===== config.mk =====
export PLATFORM = sky130hd
export DESIGN_NAME = mesh_route_table_engine
export DESIGN_NICKNAME = d
export VERILOG_FILES = /design/src/hw/rtl/mrte_pkg.sv /design/src/hw/rtl/mrte_cell.sv /design/src/hw/rtl/mesh_route_table_engine.sv
export VERILOG_INCLUDE_DIRS = /design/src /design/src/hw/rtl
export SDC_FILE = /design/constraint.sdc
export NUM_CORES = 2
export LEC_CHECK = 0
export ABC_AREA = 0
export BUFFER_PORTS_ARGS = -buffer_cell sky130_fd_sc_hd__buf_2
export CAP_MARGIN = 20
export CORE_MARGIN = 3
export CORE_UTILIZATION = 60
export CTS_BUF_LIST = sky130_fd_sc_hd__clkbuf_4 sky130_fd_sc_hd__clkbuf_8
export DETAILED_ROUTE_END_ITERATION = 8
export HOLD_SLACK_MARGIN = 0.12
export PLACE_DENSITY = 0.76
export SLEW_MARGIN = 40
export SYNTH_ARGS = -nofsm -noshare
export SYNTH_HDL_FRONTEND = slang
export SYNTH_HIERARCHICAL = 1
export SYNTH_SLANG_ARGS = --single-unit

===== constraint.sdc =====
create_clock -name clock -period 16.4 [get_ports clock]
set_clock_uncertainty 0.05 [all_clocks]
set_input_delay 0 -clock clock [delete_from_list [all_inputs] [get_ports clock]]
set_output_delay 0 -clock clock [all_outputs]
set_load 0.1 [all_outputs]

===== src/hw/rtl/mesh_route_table_engine_macros.svh =====
// Assertion helpers shared by the routing table engine.
`ifndef MESH_ROUTE_TABLE_ENGINE_MACROS_SVH
`define MESH_ROUTE_TABLE_ENGINE_MACROS_SVH

// Consequent must hold in the same cycle as the antecedent.
`define MRTE_ASSERT_SAME(label, clk, rst, ante, cons, msg) \
   label: assert property (@(posedge clk) disable iff (rst) (ante) |-> (cons)) \
      else $error(msg);

// Consequent must hold in the cycle after the antecedent.
`define MRTE_ASSERT_NEXT(label, clk, rst, ante, cons, msg) \
   label: assert property (@(posedge clk) disable iff (rst) (ante) |=> (cons)) \
      else $error(msg);

`endif


===== src/hw/rtl/mrte_pkg.sv =====
package mrte_pkg;

   // Request kinds.
   localparam logic [1:0] KIND_BEACON = 2'd0;
   localparam logic [1:0] KIND_ROUTE  = 2'd1;
   localparam logic [1:0] KIND_SEND   = 2'd2;
   localparam logic [1:0] KIND_TICK   = 2'd3;

   // Result status codes.
   localparam logic [3:0] STATUS_UPDATED  = 4'd0;
   localparam logic [3:0] STATUS_FULL     = 4'd1;
   localparam logic [3:0] STATUS_LOCAL    = 4'd2;
   localparam logic [3:0] STATUS_FORWARD  = 4'd3;
   localparam logic [3:0] STATUS_HOP_DROP = 4'd4;
   localparam logic [3:0] STATUS_NO_ROUTE = 4'd5;
   localparam logic [3:0] STATUS_SENT     = 4'd6;
   localparam logic [3:0] STATUS_DISABLED = 4'd7;
   localparam logic [3:0] STATUS_IDLE     = 4'd8;
   localparam logic [3:0] STATUS_BEACON   = 4'd9;

   // Configuration register indexes.
   localparam int unsigned CSR_INDEX_W = 3;
   localparam logic [CSR_INDEX_W-1:0] CSR_LOCAL_NODE_ID   = 3'd0;
   localparam logic [CSR_INDEX_W-1:0] CSR_MESH_ON         = 3'd1;
   localparam logic [CSR_INDEX_W-1:0] CSR_MAX_HOP_LIMIT   = 3'd2;
   localparam logic [CSR_INDEX_W-1:0] CSR_ROUTE_TIMEOUT   = 3'd3;
   localparam logic [CSR_INDEX_W-1:0] CSR_BEACON_INTERVAL = 3'd4;

   // Hop count values with a special meaning.
   localparam logic [7:0] HOP_NONE = 8'd255;
   localparam logic [7:0] HOP_ONE  = 8'd1;

   // A beacon run lists at most this many neighbors.
   localparam int unsigned RUN_CNT_W = 5;
   localparam logic [RUN_CNT_W-1:0] RUN_MAX = 5'd16;

   typedef struct packed {
      logic [1:0]  kind;
      logic [7:0]  node_id;
      logic [7:0]  hops_in;
      logic [31:0] now_ms;
   } req_type;

   typedef struct packed {
      logic [3:0]  status;
      logic [7:0]  next_hop_id;
      logic [7:0]  hops_out;
      logic [15:0] seq_out;
      logic [7:0]  neighbor_id;
      logic        neighbor_valid;
      logic        last;
   } rsp_type;

   // Operation carried by the probe through the cell chain.
   typedef enum logic [1:0] {
      OP_NONE   = 2'd0,
      OP_BEACON = 2'd1,
      OP_LOOKUP = 2'd2,
      OP_TICK   = 2'd3
   } op_type;

   // Probe handed from cell to cell, one cell per cycle.
   typedef struct packed {
      logic        valid;
      op_type      op;
      logic        due;
      logic        matched;
      logic [7:0]  node;
      logic [7:0]  hops;
      logic [31:0] now;
      logic [7:0]  best_hops;
      logic [7:0]  best_next;
   } probe_type;

   // Neighbor reported by a cell during a beacon pass.
   typedef struct packed {
      logic       valid;
      logic [7:0] id;
   } nbr_type;

endpackage


===== src/hw/rtl/mrte_cell.sv =====
module mrte_cell
   import mrte_pkg::*;
(
   input  logic        clock,
   input  logic        reset,
   input  logic [31:0] timeout_ms,
   input  probe_type   probe_in,
   output probe_type   probe_out,
   output nbr_type     nbr
);

   logic        used_ff, used_in;
   logic        active_ff, active_in;
   logic [7:0]  node_ff, node_in;
   logic [7:0]  ent_hops_ff, ent_hops_in;
   logic [7:0]  next_ff, next_in;
   logic [31:0] stamp_ff, stamp_in;
   probe_type   probe_ff, probe_in_next;
   nbr_type     nbr_in;

   logic        match;
   logic [31:0] age;
   logic        expire;

   // Entry compare and age against the visiting probe.
   assign match  = used_ff && (node_ff == probe_in.node);
   assign age    = probe_in.now - stamp_ff;
   assign expire = active_ff && (age > timeout_ms);

   // Work on the probe that sits at this cell's input this cycle.
   always_comb begin
      used_in       = used_ff;
      active_in     = active_ff;
      node_in       = node_ff;
      ent_hops_in   = ent_hops_ff;
      next_in       = next_ff;
      stamp_in      = stamp_ff;
      probe_in_next = probe_in;
      nbr_in        = '0;
      if (probe_in.valid) begin
         case (probe_in.op)
            OP_BEACON: begin
               // The first entry that either matches or is free takes the beacon.
               if (!probe_in.matched && (match || !used_ff)) begin
                  used_in       = 1'b1;
                  node_in       = probe_in.node;
                  ent_hops_in   = probe_in.hops;
                  stamp_in      = probe_in.now;
                  active_in     = 1'b1;
                  if (probe_in.hops == HOP_ONE) begin
                     next_in = probe_in.node;
                  end
                  probe_in_next.matched = 1'b1;
               end
            end
            OP_LOOKUP: begin
               // Keep the earliest entry with the fewest hops.
               if (match && active_ff && (ent_hops_ff < probe_in.best_hops)) begin
                  probe_in_next.best_hops = ent_hops_ff;
                  probe_in_next.best_next = next_ff;
               end
            end
            OP_TICK: begin
               // Age out a stale entry, then report a live one-hop neighbor.
               if (expire) begin
                  active_in = 1'b0;
               end
               if (probe_in.due && active_ff && !expire && (ent_hops_ff == HOP_ONE)) begin
                  nbr_in.valid = 1'b1;
                  nbr_in.id    = node_ff;
               end
            end
            default: begin
            end
         endcase
      end
   end

   // Control state, the next hop and the probe register are cleared; the entry
   // data is written before use.
   always_ff @(posedge clock) begin
      if (reset) begin
         used_ff   <= 1'b0;
         active_ff <= 1'b0;
         next_ff   <= '0;
         probe_ff  <= '0;
      end else begin
         used_ff   <= used_in;
         active_ff <= active_in;
         next_ff   <= next_in;
         probe_ff  <= probe_in_next;
      end
   end

   always_ff @(posedge clock) begin
      node_ff     <= node_in;
      ent_hops_ff <= ent_hops_in;
      stamp_ff    <= stamp_in;
   end

   assign probe_out = probe_ff;
   assign nbr       = nbr_in;

endmodule


===== src/hw/rtl/mesh_route_table_engine.sv =====
// Mesh routing table engine. The table lives in a row of MAX_NODES cells, one
// entry per cell. Every request sends a probe down the row, one cell per clock,
// so busy stays high while the probe walks the row, and the final result is
// shown in the cycle in which busy has fallen; the next request can be
// taken in the cycle that shows that final result. A beacon run streams its
// neighbor results while the probe walks the row, each held until a later one
// is found or the run closes, with last set on the final one. Results are shown on
// rsp_valid for a single cycle and cannot be held off, so the receiver must take
// every strobe. Configuration writes are always ready and belong in idle time.
`include "mesh_route_table_engine_macros.svh"

module mesh_route_table_engine
   import mrte_pkg::*;
#(
   parameter int unsigned MAX_NODES = 16
) (
   input  logic                   clock,
   input  logic                   reset,
   input  logic                   start,
   output logic                   busy,
   input  req_type                req_data,
   output logic                   rsp_valid,
   output rsp_type                rsp_data,
   input  logic                   csr_valid,
   output logic                   csr_ready,
   input  logic [CSR_INDEX_W-1:0] csr_index,
   input  logic [31:0]            csr_wdata
);

   typedef enum logic [1:0] {
      S_IDLE = 2'b01,
      S_SCAN = 2'b10
   } state_type;

   state_type             state_ff, state_in;

   logic [7:0]            local_id_ff, local_id_in;
   logic                  mesh_on_ff, mesh_on_in;
   logic [7:0]            hop_limit_ff, hop_limit_in;
   logic [31:0]           timeout_ff, timeout_in;
   logic [31:0]           interval_ff, interval_in;

   logic [15:0]           sequence_ff, sequence_in;
   logic [31:0]           beacon_stamp_ff, beacon_stamp_in;

   logic [1:0]            job_kind_ff, job_kind_in;
   logic                  job_fixed_ff, job_fixed_in;
   logic [3:0]            job_status_ff, job_status_in;
   logic                  job_due_ff, job_due_in;
   logic [7:0]            job_hops_ff, job_hops_in;
   logic [15:0]           job_seq_ff, job_seq_in;

   logic                  pend_valid_ff, pend_valid_in;
   logic [7:0]            pend_id_ff, pend_id_in;
   logic [RUN_CNT_W-1:0]  run_count_ff, run_count_in;

   logic                  rsp_valid_ff, rsp_valid_in;
   rsp_type               rsp_data_ff, rsp_data_in;

   probe_type             launch_ff, launch_in;
   probe_type             chain [MAX_NODES+1];
   nbr_type               nbr [MAX_NODES];
   logic [MAX_NODES:0]    in_flight;
   probe_type             tail;

   logic                  accept;
   logic                  csr_write;
   logic [7:0]            hops_next;
   logic [31:0]           beacon_age;
   logic                  beacon_due;
   logic                  route_found;
   logic                  nbr_valid;
   logic [7:0]            nbr_id;

   assign accept     = start && (state_ff == S_IDLE);
   assign csr_write  = csr_valid && csr_ready;
   assign hops_next  = req_data.hops_in + HOP_ONE;
   assign beacon_age = req_data.now_ms - beacon_stamp_ff;
   assign beacon_due = beacon_age > interval_ff;

   // Row of table cells; the probe enters at cell zero.
   assign chain[0] = launch_ff;

   for (genvar g = 0; g < MAX_NODES; g++) begin : g_cell
      mrte_cell u_cell (
         .clock      (clock),
         .reset      (reset),
         .timeout_ms (timeout_ff),
         .probe_in   (chain[g]),
         .probe_out  (chain[g+1]),
         .nbr        (nbr[g])
      );
   end

   for (genvar g = 0; g <= MAX_NODES; g++) begin : g_flight
      assign in_flight[g] = chain[g].valid;
   end

   assign tail        = chain[MAX_NODES];
   assign route_found = tail.best_hops != HOP_NONE;

   // Only the cell holding the probe can report, so an OR picks it out.
   always_comb begin
      nbr_valid = 1'b0;
      nbr_id    = '0;
      for (int i = 0; i < MAX_NODES; i++) begin
         nbr_valid = nbr_valid | nbr[i].valid;
         nbr_id    = nbr_id | nbr[i].id;
      end
   end

   // Configuration register writes.
   always_comb begin
      local_id_in  = local_id_ff;
      mesh_on_in   = mesh_on_ff;
      hop_limit_in = hop_limit_ff;
      timeout_in   = timeout_ff;
      interval_in  = interval_ff;
      if (csr_write) begin
         case (csr_index)
            CSR_LOCAL_NODE_ID:   local_id_in  = csr_wdata[7:0];
            CSR_MESH_ON:         mesh_on_in   = csr_wdata[0];
            CSR_MAX_HOP_LIMIT:   hop_limit_in = csr_wdata[7:0];
            CSR_ROUTE_TIMEOUT:   timeout_in   = csr_wdata;
            CSR_BEACON_INTERVAL: interval_in  = csr_wdata;
            default: begin
            end
         endcase
      end
   end

   // Request decode, probe launch, neighbor run and final result.
   always_comb begin
      state_in        = state_ff;
      sequence_in     = sequence_ff;
      beacon_stamp_in = beacon_stamp_ff;
      job_kind_in     = job_kind_ff;
      job_fixed_in    = job_fixed_ff;
      job_status_in   = job_status_ff;
      job_due_in      = job_due_ff;
      job_hops_in     = job_hops_ff;
      job_seq_in      = job_seq_ff;
      pend_valid_in   = pend_valid_ff;
      pend_id_in      = pend_id_ff;
      run_count_in    = run_count_ff;
      rsp_valid_in    = 1'b0;
      rsp_data_in     = '0;

      launch_in           = '0;
      launch_in.node      = req_data.node_id;
      launch_in.hops      = hops_next;
      launch_in.now       = req_data.now_ms;
      launch_in.best_hops = HOP_NONE;

      case (state_ff)
         S_IDLE: begin
            if (accept) begin
               state_in        = S_SCAN;
               launch_in.valid = 1'b1;
               job_kind_in     = req_data.kind;
               job_fixed_in    = 1'b0;
               job_status_in   = STATUS_IDLE;
               job_due_in      = 1'b0;
               job_hops_in     = hops_next;
               pend_valid_in   = 1'b0;
               run_count_in    = '0;
               case (req_data.kind)
                  KIND_BEACON: begin
                     launch_in.op = OP_BEACON;
                  end
                  KIND_ROUTE: begin
                     if (req_data.node_id == local_id_ff) begin
                        job_fixed_in  = 1'b1;
                        job_status_in = STATUS_LOCAL;
                     end else if (req_data.hops_in >= hop_limit_ff) begin
                        job_fixed_in  = 1'b1;
                        job_status_in = STATUS_HOP_DROP;
                     end else begin
                        launch_in.op = OP_LOOKUP;
                     end
                  end
                  KIND_SEND: begin
                     if (mesh_on_ff) begin
                        launch_in.op = OP_LOOKUP;
                     end else begin
                        job_fixed_in  = 1'b1;
                        job_status_in = STATUS_DISABLED;
                     end
                  end
                  default: begin
                     // Time tick: aging runs whenever the mesh is on, a beacon only when due.
                     if (mesh_on_ff) begin
                        launch_in.op  = OP_TICK;
                        launch_in.due = beacon_due;
                        job_due_in    = beacon_due;
                        if (beacon_due) begin
                           job_seq_in      = sequence_ff;
                           sequence_in     = sequence_ff + 16'd1;
                           beacon_stamp_in = req_data.now_ms;
                        end
                     end else begin
                        job_fixed_in  = 1'b1;
                        job_status_in = STATUS_DISABLED;
                     end
                  end
               endcase
            end
         end
         S_SCAN: begin
            // A new neighbor releases the one held before it.
            if (nbr_valid && (run_count_ff < RUN_MAX)) begin
               if (pend_valid_ff) begin
                  rsp_valid_in                = 1'b1;
                  rsp_data_in.status          = STATUS_BEACON;
                  rsp_data_in.seq_out         = job_seq_ff;
                  rsp_data_in.neighbor_id     = pend_id_ff;
                  rsp_data_in.neighbor_valid  = 1'b1;
               end
               pend_valid_in = 1'b1;
               pend_id_in    = nbr_id;
               run_count_in  = run_count_ff + 1'b1;
            end
            // The probe has left the last cell: close the request.
            if (tail.valid) begin
               state_in         = S_IDLE;
               rsp_valid_in     = 1'b1;
               rsp_data_in.last = 1'b1;
               if (job_fixed_ff) begin
                  rsp_data_in.status = job_status_ff;
               end else begin
                  case (job_kind_ff)
                     KIND_BEACON: begin
                        rsp_data_in.status = tail.matched ? STATUS_UPDATED : STATUS_FULL;
                     end
                     KIND_ROUTE: begin
                        if (route_found) begin
                           rsp_data_in.status      = STATUS_FORWARD;
                           rsp_data_in.next_hop_id = tail.best_next;
                           rsp_data_in.hops_out    = job_hops_ff;
                        end else begin
                           rsp_data_in.status = STATUS_NO_ROUTE;
                        end
                     end
                     KIND_SEND: begin
                        if (route_found) begin
                           rsp_data_in.status      = STATUS_SENT;
                           rsp_data_in.next_hop_id = tail.best_next;
                           rsp_data_in.seq_out     = sequence_ff;
                           sequence_in             = sequence_ff + 16'd1;
                        end else begin
                           rsp_data_in.status = STATUS_NO_ROUTE;
                        end
                     end
                     default: begin
                        if (job_due_ff) begin
                           rsp_data_in.status         = STATUS_BEACON;
                           rsp_data_in.seq_out        = job_seq_ff;
                           rsp_data_in.neighbor_id    = pend_valid_ff ? pend_id_ff : 8'd0;
                           rsp_data_in.neighbor_valid = pend_valid_ff;
                        end else begin
                           rsp_data_in.status = STATUS_IDLE;
                        end
                     end
                  endcase
               end
            end
         end
         default: begin
            state_in = S_IDLE;
         end
      endcase
   end

   // Control and configuration registers.
   always_ff @(posedge clock) begin
      if (reset) begin
         state_ff        <= S_IDLE;
         local_id_ff     <= 8'd0;
         mesh_on_ff      <= 1'b0;
         hop_limit_ff    <= 8'd8;
         timeout_ff      <= 32'd30000;
         interval_ff     <= 32'd5000;
         sequence_ff     <= '0;
         beacon_stamp_ff <= '0;
         pend_valid_ff   <= 1'b0;
         run_count_ff    <= '0;
         rsp_valid_ff    <= 1'b0;
         launch_ff       <= '0;
      end else begin
         state_ff        <= state_in;
         local_id_ff     <= local_id_in;
         mesh_on_ff      <= mesh_on_in;
         hop_limit_ff    <= hop_limit_in;
         timeout_ff      <= timeout_in;
         interval_ff     <= interval_in;
         sequence_ff     <= sequence_in;
         beacon_stamp_ff <= beacon_stamp_in;
         pend_valid_ff   <= pend_valid_in;
         run_count_ff    <= run_count_in;
         rsp_valid_ff    <= rsp_valid_in;
         launch_ff       <= launch_in;
      end
   end

   // Request context, held neighbor and result payload.
   always_ff @(posedge clock) begin
      job_kind_ff         <= job_kind_in;
      job_fixed_ff        <= job_fixed_in;
      job_status_ff       <= job_status_in;
      job_due_ff          <= job_due_in;
      job_hops_ff         <= job_hops_in;
      job_seq_ff          <= job_seq_in;
      pend_id_ff          <= pend_id_in;
      rsp_data_ff         <= rsp_data_in;
   end

   assign busy      = state_ff != S_IDLE;
   assign rsp_valid = rsp_valid_ff;
   assign rsp_data  = rsp_data_ff;
   assign csr_ready = 1'b1;

   // Only one probe may walk the row at a time.
   `MRTE_ASSERT_SAME(a_one_probe, clock, reset, 1'b1, $onehot0(in_flight),
      "more than one probe in the cell row")
   // A probe in the row means a request is open.
   `MRTE_ASSERT_SAME(a_probe_busy, clock, reset, |in_flight, state_ff == S_SCAN,
      "probe in the cell row while idle")
   // The closing result of a request is shown once the engine is idle again.
   `MRTE_ASSERT_SAME(a_last_idle, clock, reset, rsp_valid && rsp_data.last, !busy,
      "closing result shown while still busy")
   // Results before the closing one are always beacon neighbors.
   `MRTE_ASSERT_SAME(a_run_entry, clock, reset, rsp_valid && !rsp_data.last,
      busy && (rsp_data.status == STATUS_BEACON) && rsp_data.neighbor_valid,
      "non-final result is not a beacon neighbor")
   // A taken request launches a probe into the row.
   `MRTE_ASSERT_NEXT(a_launch, clock, reset, start && !busy,
      launch_ff.valid && busy, "request taken without launching a probe")

endmodule

==> flow_summary_export.csv <==
group,metric,value,unit
floorplan,die_area,0.206,mm^2
floorplan,start_util,60.7,%
clock_tree,cts_buffer_depth,4,
global_routing,grt_usage,30.9,%
sta,worst_pin_slew,938,ps
clock_tree,clock_sinks,2258,
sta,fmax,135,MHz
yosys,syn_area_per_cell,9.81,um^2
routing,routed_wl,327000,um
clock_tree,cts-root-buf,"clkbuf_8",
layout,synthToLayoutAreaGrowth,11.7,%
clock_tree,cts_made_buffers,382,
clock_tree,clk-insertion-delay-late,1100,ps
clock_tree,cts-resized-gates,0,
pwr,peakVddDrop,0.0884,mV
pwr,p_int,9.30,mW
yosys,netlist_area,0.121,mm^2
sta,tns,0,ps
sta,finalCriticalPeriod,7390,ps
pwr,switchingPower,2.74,mW
sta,final-hold-violation-count,0,
sta,slew_viol_final,0,
layout,final_nets,14100,
floorplan,fp.coreArea,0.198,mm^2
layout,drive_gt1_share,8.35,%
routing,wl_per_cell,20.8,um
pwr,cellLeakagePower,57.0,nW
floorplan,die_y,454,um
sta,rsz0062_at_grt,"false",
worst_setup_path,worstSetupPathType,"flip-flop to flip-flop",
worst_setup_path,worst-path-max-fanout,16,
layout,nFillCells,15200,
placement,numPortBuffers,136,
worst_setup_path,cp_data_arrival_time,8330,ps
global_routing,antenna_found_initial,12,
run_status,outcome,"complete, no violations",
pwr,p_comb_share,5.6,%
routing,drtAntennaViolNets,0,
placement,gp_congestion,0.945,
yosys,ys_warn_count,6,
worst_setup_path,crit_required,17340,ps
floorplan,die_width,454,um
worst_setup_path,startpoint_type,"flip-flop",
routing,drc,0,
flow_run,drv_cap,0,
pwr,power.total,12.0,mW
clock_tree,cts_tree,"done",
sta,fin_crit_sh,45.1,%
global_routing,grt_pass1_vias,90300,
pwr,share_seq_of_total_power,48.6,%
pwr,pwr-share-clk,45.8,%
clock_tree,cts_max_level,5,
routing,drt_iter0_markers,7628,
routing,dr.pass1.iters,7,
hold_path,hold_class,"primary input to flip-flop",
global_routing,grt_pass1_wl,503000,um
routing,drt-vias-per-instance,5.84,
routing,vias,91800,
global_routing,grt_max_degree,172,
pwr,p_sw_share,22.7,%
placement,dp_hpwl,241000,um
global_routing,overflow,0,
worst_setup_path,end_kind,"flip-flop",
floorplan,rows,163,
sta,maxSlewHeadroom,36.9,%
clock_tree,clk_transition_reported_paths,60,ps
sta,setup_viol,0,
yosys,synthCells,12300,
floorplan,io_pins,138,
pwr,powerDensity,89.4,mW/mm^2
worst max-delay path, cell delays in order (launching register included):
cell and delay (ps):
dfxtp_1 300, inv_1 80, ha_1 170, inv_1 50, fa_1 400, a21o_1 190
a221o_1 350, a41o_1 310, a31oi_1 400, o21ai_1 210, a21oi_1 220, a21oi_1 120
xor2_1 170, ha_1 300, nand4_1 110, or2_1 270, or4_1 650, or3_4 450
a311oi_4 510, nor4_2 160, a41oi_1 510, nand2_1 180, a31oi_1 180, nor2_1 60
a21oi_2 600, a22oi_1 160, nor2_1 140
power groups by stage:
stage	combinational, mW	clock, mW	sequential (mW)
after floorplan	0.441	0	5.95
after global placement	0.587	0	5.97
after detailed placement	0.614	0	5.97
after CTS	0.658	5.60	5.85
after global routing	0.744	5.84	5.85
final	0.679	5.51	5.85
path summary, 6_finish.rpt:
| path | start | endpoint | slack (ps) | depth (start not counted) |
|---|---|---|---|---|
| worst max-delay path | g_cell[5].u_cell/probe_out[16]$_SDFF_PP0_ | rsp_data[10]$_SDFF_PN0_ | 9010 | 26 |
| worst min register to register | g_cell[7].u_cell/probe_out[16]$_SDFF_PP0_ | g_cell[8].u_cell/stamp_ff[0]$_DFFE_PP_ | 370 | 0 |
| worst max register to register | g_cell[5].u_cell/probe_out[16]$_SDFF_PP0_ | rsp_data[10]$_SDFF_PN0_ | 9010 | 26 |
| worst min-delay path | req_data[37] | job_fixed_ff$_DFFE_PP_ | 220 | 6 |
metrics by stage:
step           cell area [um^2]  util (%)  hold WS, ps  worst slack [ps]  instances
3_3_place_gp             124000      62.3          195              8770      14800
3_5_place_dp             124000      62.4          196              9120      14800
4_1_cts                  135000      67.8          131              9110      15700
5_1_grt                  135000      67.8          231              8610      15700
2_1_floorplan            121000         -         22.4             10470      12300
6_report                 135000      67.8          224              9010      15700
cell type report:
type / count / area [um^2] / area share [%]
diodes: 4 / 10.0 / 0.00744
clock buffers: 572 / 7100 / 5.27
clock inverters: 119 / 1320 / 0.981
inverters: 1376 / 5160 / 3.84
multi-input cells: 8318 / 60700 / 45.1
flip-flops and latches: 2258 / 53300 / 39.6
well taps: 2640 / 3300 / 2.45
repair buffers: 443 / 3680 / 2.73
layer usage:
layer	GRT usage (%)	routed length, um
met4	18.3	21800
met3	6.02	24400
met5	0	65
met1	38.0	130000
met2	50.7	151000
sequential cells by signal, summed over array words and instances, names as in the netlist, 46 cells and up:
signal                     count
g_cell.u_cell/probe_out     1053
g_cell.u_cell/stamp_ff       512
g_cell.u_cell/ent_hops_ff    128
g_cell.u_cell/next_ff        128
g_cell.u_cell/node_ff        128
chain                         53
rsp_data                      46
cell usage in the layout (no fill, tap or decap), types with 92 or more instances in the layout:
master         instances
clkbuf_4             124
xnor2_1              357
o21a_1                92
nor4_1               102
ha_1                1198
a21o_1               376
nand3_1              173
nor2_1               862
xor2_1               244
buf_2                137
a21oi_1              798
nand2_1              615
and2_1               124
edfxtp_1             808
nand2b_1             335
clkbuf_8             448
dfxtp_1             1433
inv_1               1368
nand4_1              217
mux2i_1              428
nor2b_1              905
o21ai_1              104
o21ai_0              250
dlygate4sd3_1        213
a211oi_1              94
what timing repair did:
item                                   CTS  global route
endpoints found under the hold margin  613             0
buffers inserted                         0             0
hold buffers                           217             0
Note: power is estimated with default switching activity, not from simulation.
